## src/dpr_pkg.sv

```systemverilog
// shared types, constants and helpers of the debug packet receiver
package dpr_pkg;

  localparam int unsigned MAX_PAYLOAD = 1024;
  localparam int unsigned CNT_W       = 11;
  localparam int unsigned IDX_W       = 10;
  localparam int unsigned BURST_N     = 4;
  localparam int unsigned BCNT_W      = 3;

  localparam logic [7:0] CH_START = 8'h24;
  localparam logic [7:0] CH_END   = 8'h23;
  localparam logic [7:0] CH_ACK   = 8'h2b;
  localparam logic [7:0] CH_NAK   = 8'h2d;
  localparam logic [7:0] CH_COLON = 8'h3a;

  typedef enum logic [1:0] {
    KIND_PAYLOAD = 2'd0,
    KIND_REPLY   = 2'd1,
    KIND_STATUS  = 2'd2
  } kind_e;

  typedef enum logic [1:0] {
    ST_GOOD     = 2'd0,
    ST_BAD_SUM  = 2'd1,
    ST_OVERFLOW = 2'd2
  } status_e;

  typedef struct packed {
    kind_e              out_kind;
    logic [7:0]         data_byte;
    logic [IDX_W-1:0]   payload_index;
    status_e            packet_status;
    logic [CNT_W-1:0]   packet_length;
    logic               has_sequence;
    logic               last;
  } result_t;

  typedef struct packed {
    logic [BCNT_W-1:0]         count;
    result_t [BURST_N-1:0]     entry;
  } burst_t;

  // bit 4 set for a byte that is no hex digit
  function automatic logic [4:0] hex_value(logic [7:0] c);
    logic [4:0] v;
    if (c inside {[8'h30:8'h39]}) begin
      v = {1'b0, c[3:0]};
    end else if (c inside {[8'h61:8'h66], [8'h41:8'h46]}) begin
      v = {1'b0, 4'(c[3:0] + 4'd9)};
    end else begin
      v = 5'h10;
    end
    return v;
  endfunction

endpackage

```

## src/dpr_if.sv

```systemverilog
// byte and result channel interfaces of the debug packet receiver
interface dpr_rx_if;
  logic       valid;
  logic       ready;
  logic [7:0] rx_byte;

  modport source (output valid, output rx_byte, input ready);
  modport sink (input valid, input rx_byte, output ready);
endinterface

interface dpr_tx_if;
  logic                       valid;
  logic                       ready;
  dpr_pkg::kind_e             out_kind;
  logic [7:0]                 data_byte;
  logic [dpr_pkg::IDX_W-1:0]  payload_index;
  dpr_pkg::status_e           packet_status;
  logic [dpr_pkg::CNT_W-1:0]  packet_length;
  logic                       has_sequence;
  logic                       last;

  modport source (output valid, output out_kind, output data_byte, output payload_index,
                  output packet_status, output packet_length, output has_sequence,
                  output last, input ready);
  modport sink (input valid, input out_kind, input data_byte, input payload_index,
                input packet_status, input packet_length, input has_sequence,
                input last, output ready);
endinterface

```

## src/dpr_parser.sv

```systemverilog
// framing state machine and checksum, builds the results of one byte
module dpr_parser (
  input  logic            clk_i,
  input  logic            rst_ni,
  input  logic            accept_i,
  input  logic [7:0]      rx_byte_i,
  output dpr_pkg::burst_t burst_o
);

  typedef enum logic [1:0] {
    PH_HUNT = 2'd0,
    PH_BODY = 2'd1,
    PH_HI   = 2'd2,
    PH_LO   = 2'd3
  } phase_e;

  phase_e                    phase_q, phase_d;
  logic [7:0]                sum_q, sum_d;
  logic [dpr_pkg::CNT_W-1:0] cnt_q, cnt_d;
  logic [3:0]                hi_q, hi_d;
  logic                      inv_q, inv_d;
  logic [7:0]                head_q [3];
  logic                      head_we;
  logic [4:0]                hex;
  logic                      seq_now;
  logic                      seq_new;
  logic                      bad;

  function automatic dpr_pkg::result_t mk(dpr_pkg::kind_e k, logic [7:0] d,
                                          logic [dpr_pkg::IDX_W-1:0] i,
                                          dpr_pkg::status_e s,
                                          logic [dpr_pkg::CNT_W-1:0] l,
                                          logic q, logic lst);
    dpr_pkg::result_t r;
    r.out_kind      = k;
    r.data_byte     = d;
    r.payload_index = i;
    r.packet_status = s;
    r.packet_length = l;
    r.has_sequence  = q;
    r.last          = lst;
    return r;
  endfunction

  always_comb begin
    phase_d = phase_q;
    sum_d   = sum_q;
    cnt_d   = cnt_q;
    hi_d    = hi_q;
    inv_d   = inv_q;
    head_we = 1'b0;
    hex     = dpr_pkg::hex_value(rx_byte_i);
    seq_now = (cnt_q >= dpr_pkg::CNT_W'(3)) && (head_q[2] == dpr_pkg::CH_COLON);
    seq_new = 1'b0;
    bad     = inv_q || hex[4] || ({hi_q, hex[3:0]} != sum_q);
    burst_o = '0;
    case (phase_q)
      PH_HUNT: begin
        if (rx_byte_i == dpr_pkg::CH_START) begin
          sum_d   = '0;
          cnt_d   = '0;
          phase_d = PH_BODY;
        end
      end
      PH_BODY: begin
        if (rx_byte_i == dpr_pkg::CH_START) begin
          sum_d = '0;
          cnt_d = '0;
        end else if (rx_byte_i == dpr_pkg::CH_END) begin
          phase_d = PH_HI;
        end else begin
          sum_d   = sum_q + rx_byte_i;
          cnt_d   = cnt_q + dpr_pkg::CNT_W'(1);
          head_we = (cnt_q < dpr_pkg::CNT_W'(3));
          // third byte may be the one arriving now
          seq_new = (cnt_d >= dpr_pkg::CNT_W'(3)) &&
                    (((cnt_q == dpr_pkg::CNT_W'(2)) ? rx_byte_i : head_q[2])
                     == dpr_pkg::CH_COLON);
          if (cnt_d == dpr_pkg::CNT_W'(dpr_pkg::MAX_PAYLOAD)) begin
            burst_o.count    = dpr_pkg::BCNT_W'(2);
            burst_o.entry[0] = mk(dpr_pkg::KIND_PAYLOAD, rx_byte_i,
                                  cnt_q[dpr_pkg::IDX_W-1:0], dpr_pkg::ST_GOOD,
                                  '0, 1'b0, 1'b0);
            burst_o.entry[1] = mk(dpr_pkg::KIND_STATUS, 8'h00, '0,
                                  dpr_pkg::ST_OVERFLOW, cnt_d, seq_new, 1'b1);
            phase_d          = PH_HUNT;
          end else begin
            burst_o.count    = dpr_pkg::BCNT_W'(1);
            burst_o.entry[0] = mk(dpr_pkg::KIND_PAYLOAD, rx_byte_i,
                                  cnt_q[dpr_pkg::IDX_W-1:0], dpr_pkg::ST_GOOD,
                                  '0, 1'b0, 1'b1);
          end
        end
      end
      PH_HI: begin
        inv_d   = hex[4];
        hi_d    = hex[3:0];
        phase_d = PH_LO;
      end
      default: begin
        if (bad) begin
          burst_o.count    = dpr_pkg::BCNT_W'(2);
          burst_o.entry[0] = mk(dpr_pkg::KIND_REPLY, dpr_pkg::CH_NAK, '0,
                                dpr_pkg::ST_GOOD, '0, 1'b0, 1'b0);
          burst_o.entry[1] = mk(dpr_pkg::KIND_STATUS, 8'h00, '0,
                                dpr_pkg::ST_BAD_SUM, cnt_q, seq_now, 1'b1);
        end else if (seq_now) begin
          burst_o.count    = dpr_pkg::BCNT_W'(4);
          burst_o.entry[0] = mk(dpr_pkg::KIND_REPLY, dpr_pkg::CH_ACK, '0,
                                dpr_pkg::ST_GOOD, '0, 1'b0, 1'b0);
          burst_o.entry[1] = mk(dpr_pkg::KIND_REPLY, head_q[0], '0,
                                dpr_pkg::ST_GOOD, '0, 1'b0, 1'b0);
          burst_o.entry[2] = mk(dpr_pkg::KIND_REPLY, head_q[1], '0,
                                dpr_pkg::ST_GOOD, '0, 1'b0, 1'b0);
          burst_o.entry[3] = mk(dpr_pkg::KIND_STATUS, 8'h00, '0,
                                dpr_pkg::ST_GOOD, cnt_q, 1'b1, 1'b1);
        end else begin
          burst_o.count    = dpr_pkg::BCNT_W'(2);
          burst_o.entry[0] = mk(dpr_pkg::KIND_REPLY, dpr_pkg::CH_ACK, '0,
                                dpr_pkg::ST_GOOD, '0, 1'b0, 1'b0);
          burst_o.entry[1] = mk(dpr_pkg::KIND_STATUS, 8'h00, '0,
                                dpr_pkg::ST_GOOD, cnt_q, 1'b0, 1'b1);
        end
        inv_d   = 1'b0;
        phase_d = PH_HUNT;
      end
    endcase
  end

  always_ff @(posedge clk_i or negedge rst_ni) begin
    if (!rst_ni) begin
      phase_q <= PH_HUNT;
      sum_q   <= '0;
      cnt_q   <= '0;
      hi_q    <= '0;
      inv_q   <= 1'b0;
    end else if (accept_i) begin
      phase_q <= phase_d;
      sum_q   <= sum_d;
      cnt_q   <= cnt_d;
      hi_q    <= hi_d;
      inv_q   <= inv_d;
    end
  end

  // first three payload bytes of the packet
  always_ff @(posedge clk_i) begin
    if (accept_i && head_we) begin
      head_q[cnt_q[1:0]] <= rx_byte_i;
    end
  end

endmodule

```

## src/dpr_burst.sv

```systemverilog
// result buffer that hands out the results of one byte, one per cycle while out_ready_i is high
module dpr_burst (
  input  logic             clk_i,
  input  logic             rst_ni,
  input  logic             load_i,
  input  dpr_pkg::burst_t  burst_i,
  input  logic             out_ready_i,
  output logic             out_valid_o,
  output dpr_pkg::result_t out_res_o,
  output logic             in_ready_o
);

  logic [dpr_pkg::BCNT_W-1:0]       cnt_q, cnt_d;
  dpr_pkg::result_t [dpr_pkg::BURST_N-1:0] ent_q, ent_d;
  logic                             pop;

  assign out_valid_o = (cnt_q != '0);
  assign out_res_o   = ent_q[0];
  assign pop         = out_valid_o && out_ready_i;
  assign in_ready_o  = (cnt_q == '0) || ((cnt_q == dpr_pkg::BCNT_W'(1)) && out_ready_i);

  always_comb begin
    cnt_d = cnt_q;
    ent_d = ent_q;
    if (load_i) begin
      cnt_d = burst_i.count;
      ent_d = burst_i.entry;
    end else if (pop) begin
      cnt_d = cnt_q - dpr_pkg::BCNT_W'(1);
      for (int i = 0; i < dpr_pkg::BURST_N - 1; i++) begin
        ent_d[i] = ent_q[i+1];
      end
    end
  end

  always_ff @(posedge clk_i or negedge rst_ni) begin
    if (!rst_ni) begin
      cnt_q <= '0;
    end else begin
      cnt_q <= cnt_d;
    end
  end

  always_ff @(posedge clk_i) begin
    ent_q <= ent_d;
  end

endmodule

```

## src/debug_packet_receiver.sv

```systemverilog
// top level of the debug packet receiver
//
// rx_i takes one byte from the host link per transfer. tx_o gives results:
// payload bytes as they arrive, reply bytes to send back ('+', '-', the
// echoed sequence id) and one status result at the end of every packet.
// last marks the final result caused by one received byte.
// A byte is decoded in the cycle it is accepted and its results appear on
// tx_o from the next cycle on, one per cycle, up to four per byte. While
// tx_o is ready, a byte with one result can follow in every cycle; a byte
// with more results holds rx_i until the result buffer, which drains one
// per cycle, is down to its last result. Bytes that cause no result
// (framing characters, first checksum digit) leave rx_i ready.
// Reset leaves the block hunting for a start marker with an empty buffer.
// When tx_o stalls, the buffered results wait and rx_i.ready drops until
// the last one of them is taken.
module debug_packet_receiver (
  input  logic      clk_i,
  input  logic      rst_ni,
  dpr_rx_if.sink    rx_i,
  dpr_tx_if.source  tx_o
);

  dpr_pkg::burst_t  burst;
  dpr_pkg::result_t res;
  logic             in_ready;
  logic             out_valid;
  logic             accept;

  assign accept = rx_i.valid && in_ready;

  dpr_parser u_parser (
    .clk_i     (clk_i),
    .rst_ni    (rst_ni),
    .accept_i  (accept),
    .rx_byte_i (rx_i.rx_byte),
    .burst_o   (burst)
  );

  dpr_burst u_burst (
    .clk_i       (clk_i),
    .rst_ni      (rst_ni),
    .load_i      (accept),
    .burst_i     (burst),
    .out_ready_i (tx_o.ready),
    .out_valid_o (out_valid),
    .out_res_o   (res),
    .in_ready_o  (in_ready)
  );

  assign rx_i.ready         = in_ready;
  assign tx_o.valid         = out_valid;
  assign tx_o.out_kind      = res.out_kind;
  assign tx_o.data_byte     = res.data_byte;
  assign tx_o.payload_index = res.payload_index;
  assign tx_o.packet_status = res.packet_status;
  assign tx_o.packet_length = res.packet_length;
  assign tx_o.has_sequence  = res.has_sequence;
  assign tx_o.last          = res.last;

  a_stall_blocks_rx: assert property (@(posedge clk_i) disable iff (!rst_ni)
    (out_valid && !tx_o.ready) |-> !in_ready)
    else $error("byte accepted while results are stalled");

  a_burst_shows: assert property (@(posedge clk_i) disable iff (!rst_ni)
    (accept && (burst.count != '0)) |=> out_valid)
    else $error("results of an accepted byte missing");

  a_burst_continues: assert property (@(posedge clk_i) disable iff (!rst_ni)
    (out_valid && tx_o.ready && !res.last) |=> out_valid)
    else $error("result burst ended without last");

endmodule
```

## src/flat_wrapper.sv

```systemverilog
// flat-port wrapper written by rule: the top's interface ports become plain ports
module debug_packet_receiver_flat 
  (clk_i, rst_ni, rx_i_valid, rx_i_rx_byte, rx_i_ready, tx_o_valid, tx_o_out_kind, tx_o_data_byte, tx_o_payload_index, tx_o_packet_status, tx_o_packet_length, tx_o_has_sequence, tx_o_last, tx_o_ready);
  dpr_rx_if rx_i_i ();
  dpr_tx_if tx_o_i ();
  input  logic clk_i;
  input  logic rst_ni;
  input wire logic [$bits(rx_i_i.valid)-1:0] rx_i_valid;
  input wire logic [$bits(rx_i_i.rx_byte)-1:0] rx_i_rx_byte;
  output wire logic [$bits(rx_i_i.ready)-1:0] rx_i_ready;
  output wire logic [$bits(tx_o_i.valid)-1:0] tx_o_valid;
  output wire logic [$bits(tx_o_i.out_kind)-1:0] tx_o_out_kind;
  output wire logic [$bits(tx_o_i.data_byte)-1:0] tx_o_data_byte;
  output wire logic [$bits(tx_o_i.payload_index)-1:0] tx_o_payload_index;
  output wire logic [$bits(tx_o_i.packet_status)-1:0] tx_o_packet_status;
  output wire logic [$bits(tx_o_i.packet_length)-1:0] tx_o_packet_length;
  output wire logic [$bits(tx_o_i.has_sequence)-1:0] tx_o_has_sequence;
  output wire logic [$bits(tx_o_i.last)-1:0] tx_o_last;
  input wire logic [$bits(tx_o_i.ready)-1:0] tx_o_ready;
  assign rx_i_i.valid = rx_i_valid;
  assign rx_i_i.rx_byte = rx_i_rx_byte;
  assign rx_i_ready = rx_i_i.ready;
  assign tx_o_valid = tx_o_i.valid;
  assign tx_o_out_kind = tx_o_i.out_kind;
  assign tx_o_data_byte = tx_o_i.data_byte;
  assign tx_o_payload_index = tx_o_i.payload_index;
  assign tx_o_packet_status = tx_o_i.packet_status;
  assign tx_o_packet_length = tx_o_i.packet_length;
  assign tx_o_has_sequence = tx_o_i.has_sequence;
  assign tx_o_last = tx_o_i.last;
  assign tx_o_i.ready = tx_o_ready;
  debug_packet_receiver u_core (.clk_i(clk_i), .rst_ni(rst_ni), .rx_i(rx_i_i), .tx_o(tx_o_i));
endmodule
```

## config.mk

```make
export PLATFORM = sky130hd
export DESIGN_NAME = debug_packet_receiver_flat
export DESIGN_NICKNAME = d
export VERILOG_FILES = /design/src/dpr_pkg.sv /design/src/dpr_if.sv /design/src/dpr_parser.sv /design/src/dpr_burst.sv /design/src/debug_packet_receiver.sv /design/src/flat_wrapper.sv
export SDC_FILE = /design/constraint.sdc
export NUM_CORES = 1
export LEC_CHECK = 0
export BUFFER_PORTS_ARGS = -buffer_cell sky130_fd_sc_hd__buf_4
export CORE_ASPECT_RATIO = 2
export CORE_MARGIN = 3
export CORE_UTILIZATION = 35
export DETAILED_ROUTE_END_ITERATION = 10
export GPL_TIMING_DRIVEN = 0
export SLEW_MARGIN = 20
export SYNTH_ARGS = -nofsm -noshare
export SYNTH_HDL_FRONTEND = slang
export SYNTH_SLANG_ARGS = --single-unit
```

## constraint.sdc

```tcl
create_clock -name clk_i -period 2.65 [get_ports clk_i]
set_input_delay 0.53 -clock clk_i [delete_from_list [all_inputs] [get_ports clk_i]]
set_output_delay 0.53 -clock clk_i [all_outputs]
set_load 0.03 [all_outputs]
```

==> results.md <==
* Outcome: finished, violations left
* Failing checks: setup timing
* Sink Count at 145
* # fillers at 1904
* Leak at 3.51 nW
* Largest delay contributor family on the critical path: compound AO/OA/AOI/OAI gates
* Power per Cell Area at 929 nW/um2
* FF-to-FF Start: u_core.u_parser.cnt_q[2]$_DFFE_PN0P_
* Die Span X at 108 um
* Synth Area per Inst at 11.7 um2
* Most used DFF post-synth: edfxtp_1
* Worst EP required at 2.96 ns
* VDD IR max at 0.484 mV
* Final net count at 736
* Post-route ant nets at 0
* Synth area leader: edfxtp_1
* Sw frac at 0.336
* Fin Setup TNS at -0.00383 ns
* Syn nets at 655
* Power Internal at 5.50 mW
* Synth-to-layout area growth at 22.9%
* Setup Crit Path Kind: input port to flop
* Share of layout cells above drive strength 1 at 0.258
* Type of element capturing the critical path: flop
* DP HPWL at 13300 um
* Crit-path slowest cell: or4b_4
* Cts-stage hold buffer count at 0
* Max Buffers Root-to-Sink at 2
* Vias/cell at 5.21
* Mapped Cells at 620
* Area contributors post-synth: edfxtp_1 48%, dfrtp_1 10%, and2_1 4.5%
* Crit path launch type: input port
* H-tree level count at 4
* First-pass GRT wire length at 29200 um
* Register-to-register setup slack at 0.06 ns
* DIE AREA at 22600 um2
* Core footprint at 20100 um2
* Post-synth EDFFs at 116
* Post-DP Area at 8030 um2
* Slew Limit Headroom at 0.420
* Aggregate global-route resource usage at 0.173
* Largest net degree at the start of global routing at 86
* Asr flop ratio synth at 0.200
* Worst setup margin at -0.00383 ns
* Hold Vio Cnt, Final at 0
* Worst slew pin tran at 0.862 ns
* Hold Slack at 0.0407 ns
* # rows at 73
* GPL Wtd Cong at 0.927
* Synth cell types at 70
* Number of global-route vias before repair at 5295
* Final Cell Area at 8900 um2
* Initial antenna violation count at 0
* Initial Util at 0.361
* Post-synthesis register bit count at 145
* FF-to-FF path depth at 6
* N_diodes at 0
* Final Cycle Share at 1.00
* Clock network power share at 0.261
* Crit-path max FO at 11
* CP Buf/Inv Count at 3
* Synth top area share at 0.481
* Vias at 5087
* Clock skew at 0.00731 ns
* Hold Crit Class: input port to asynchronous set/reset pin
* Slew Limit Fails at 0
* Psw at 2.78 mW
* Logic gate share of total power at 0.333
* CTS Root Cell: clkbuf_16
* Worst slack, placed at -0.788 ns
* R2r endpoint: u_core.u_burst.out_res_o[0]$_DFFE_PP_
* Post-Syn Area at 7250 um2
* Final setup fails at 1
* Initial DRC Count at 263
* Die Ht at 209 um
* Max_cap viols at 0
* Latest clock arrival within the worst-skew pair at 0.43 ns
* Routed wire per std cell at 19.0 um
* DRT Wirelength at 18600 um
* Critical-path cell list: buf_12 -> or4b_4 -> nor3b_4 -> o2111ai_4 -> a2111o_1 -> a2111oi_4 -> buf_6 -> buf_4 -> a21o_1
* Seq/Total Area, Yosys at 0.581
* Port buffer count at 48
* DR pass1 iterations at 6
* Synth cell count leaders: 116 x edfxtp_1, 52 x and2_1, 39 x nand2_1
* Io pins at 49
* Unrepaired setup endpoints after global routing: yes
* Critical path's largest stage delay at 0.58 ns
* Num CTS Buffers at 17
* CTS tree: built
* Count leader, synth: edfxtp_1
* Minimum clock period at 2.65 ns
* Crit path DAT at 2.96 ns
* Global route overflow at 0
* FMAX at 0.377 GHz
* Clk pin slew, worst setup/hold paths at 0.06 ns
* Sequential share of power at 0.407
* Post-route DRC at 0
* YS warnings at 0
[worst max-delay path by stage]
stage	end	cells past startpoint	startpoint	slack (ns)
6_report	u_core.u_burst.ent_q[68]$_DFFE_PP_	9	rx_i_rx_byte[7]	-0.004
5_1_grt	u_core.u_burst.ent_q[37]$_DFFE_PP_	11	rx_i_rx_byte[1]	-0.07
4_1_cts	u_core.u_burst.ent_q[37]$_DFFE_PP_	11	rx_i_rx_byte[1]	-0.02
3_5_place_dp	u_core.u_parser.cnt_q[8]$_DFFE_PN0P_	9	rx_i_rx_byte[3]	-0.79
3_3_place_gp	u_core.u_burst.ent_q[62]$_DFFE_PP_	9	rx_i_rx_byte[1]	-0.71
2_1_floorplan	u_core.u_burst.ent_q[37]$_DFFE_PP_	9	rx_i_rx_byte[1]	-0.1
[placed cells by master (no fill, tap or decap), types with 15 or more instances in the layout]
master	instances
and2_1	49
nor2_1	32
clkbuf_16	17
inv_1	22
ha_1	18
buf_4	92
edfxtp_1	116
a22o_1	18
clkbuf_2	15
nand2_1	39
dfrtp_1	26
nor3_1	19
o21ai_0	36
[registers in the layout (all words and copies together) (netlist names)]
| signal | count |
|---|---|
| u_core.u_parser.hi_q | 4 |
| u_core.u_parser.cnt_q | 11 |
| u_core.u_parser.phase_q | 2 |
| u_core.u_burst.cnt_q | 3 |
| u_core.u_burst.ent_q | 57 |
| u_core.u_burst.out_res_o | 35 |
| u_core.u_parser.sum_q | 8 |
| u_core.u_parser.inv_q | 1 |
| u_core.u_parser.head_q | 24 |
[power by group through the flow]
stage	Clock [mW]	Sequential [mW]	Combinational, mW
floorplan	0	3.35	1.85
global placement	0	3.38	2.58
detailed placement	0	3.41	2.64
CTS	2.21	3.38	2.73
global route	2.30	3.43	3.00
finish	2.16	3.37	2.75
[layout make-up]
cell class / count / area (um2) / area share
plain buffers: 61 / 382 / 0.0429
repair buffers: 66 / 533 / 0.0599
well taps: 262 / 328 / 0.0368
clock inverters: 14 / 97.6 / 0.0110
flip-flops and latches: 145 / 4210 / 0.473
clock buffers: 18 / 429 / 0.0482
multi-input cells: 386 / 2830 / 0.318
inverters: 24 / 93.8 / 0.0105
[kinds of logic after synthesis]
logic type               after synthesis  share of synthesized area
AND/OR/NAND/NOR                      221                      0.170
multiplexers                           1                    0.00155
flip-flops                           145                      0.581
buffers and inverters                 89                     0.0635
adder cells (fa/ha/maj)               23                     0.0408
XOR/XNOR                              11                     0.0133
AO/OA/AOI/OAI                        130                      0.130
[per-layer routing]
layer  vias to the layer above  share of wire  global-route usage  routed length, um
li1                       2425              -                   -                  -
met1                      2502           0.37               0.182               6840
met2                       110           0.55               0.308              10200
met3                        50          0.027              0.0339                500
met4                         0          0.053               0.109                989
met5                         -              0                   0                  0
[per-stage QoR]
step / power [mW] / util / std cells
6_report: 8.27 / 0.443 / 976
5_1_grt: 8.73 / 0.443 / 976
4_1_cts: 8.32 / 0.436 / 968
3_5_place_dp: 6.05 / 0.399 / 930
3_3_place_gp: 5.97 / 0.399 / 930
2_1_floorplan: 5.19 / - / 620
[timing repair]
action,CTS,global route
endpoints found under the setup margin,123,92
gates resized for setup,40,32
setup buffers,9,8
gates cloned,1,0
pin swaps,10,13
(Power assumes the default switching activity.)
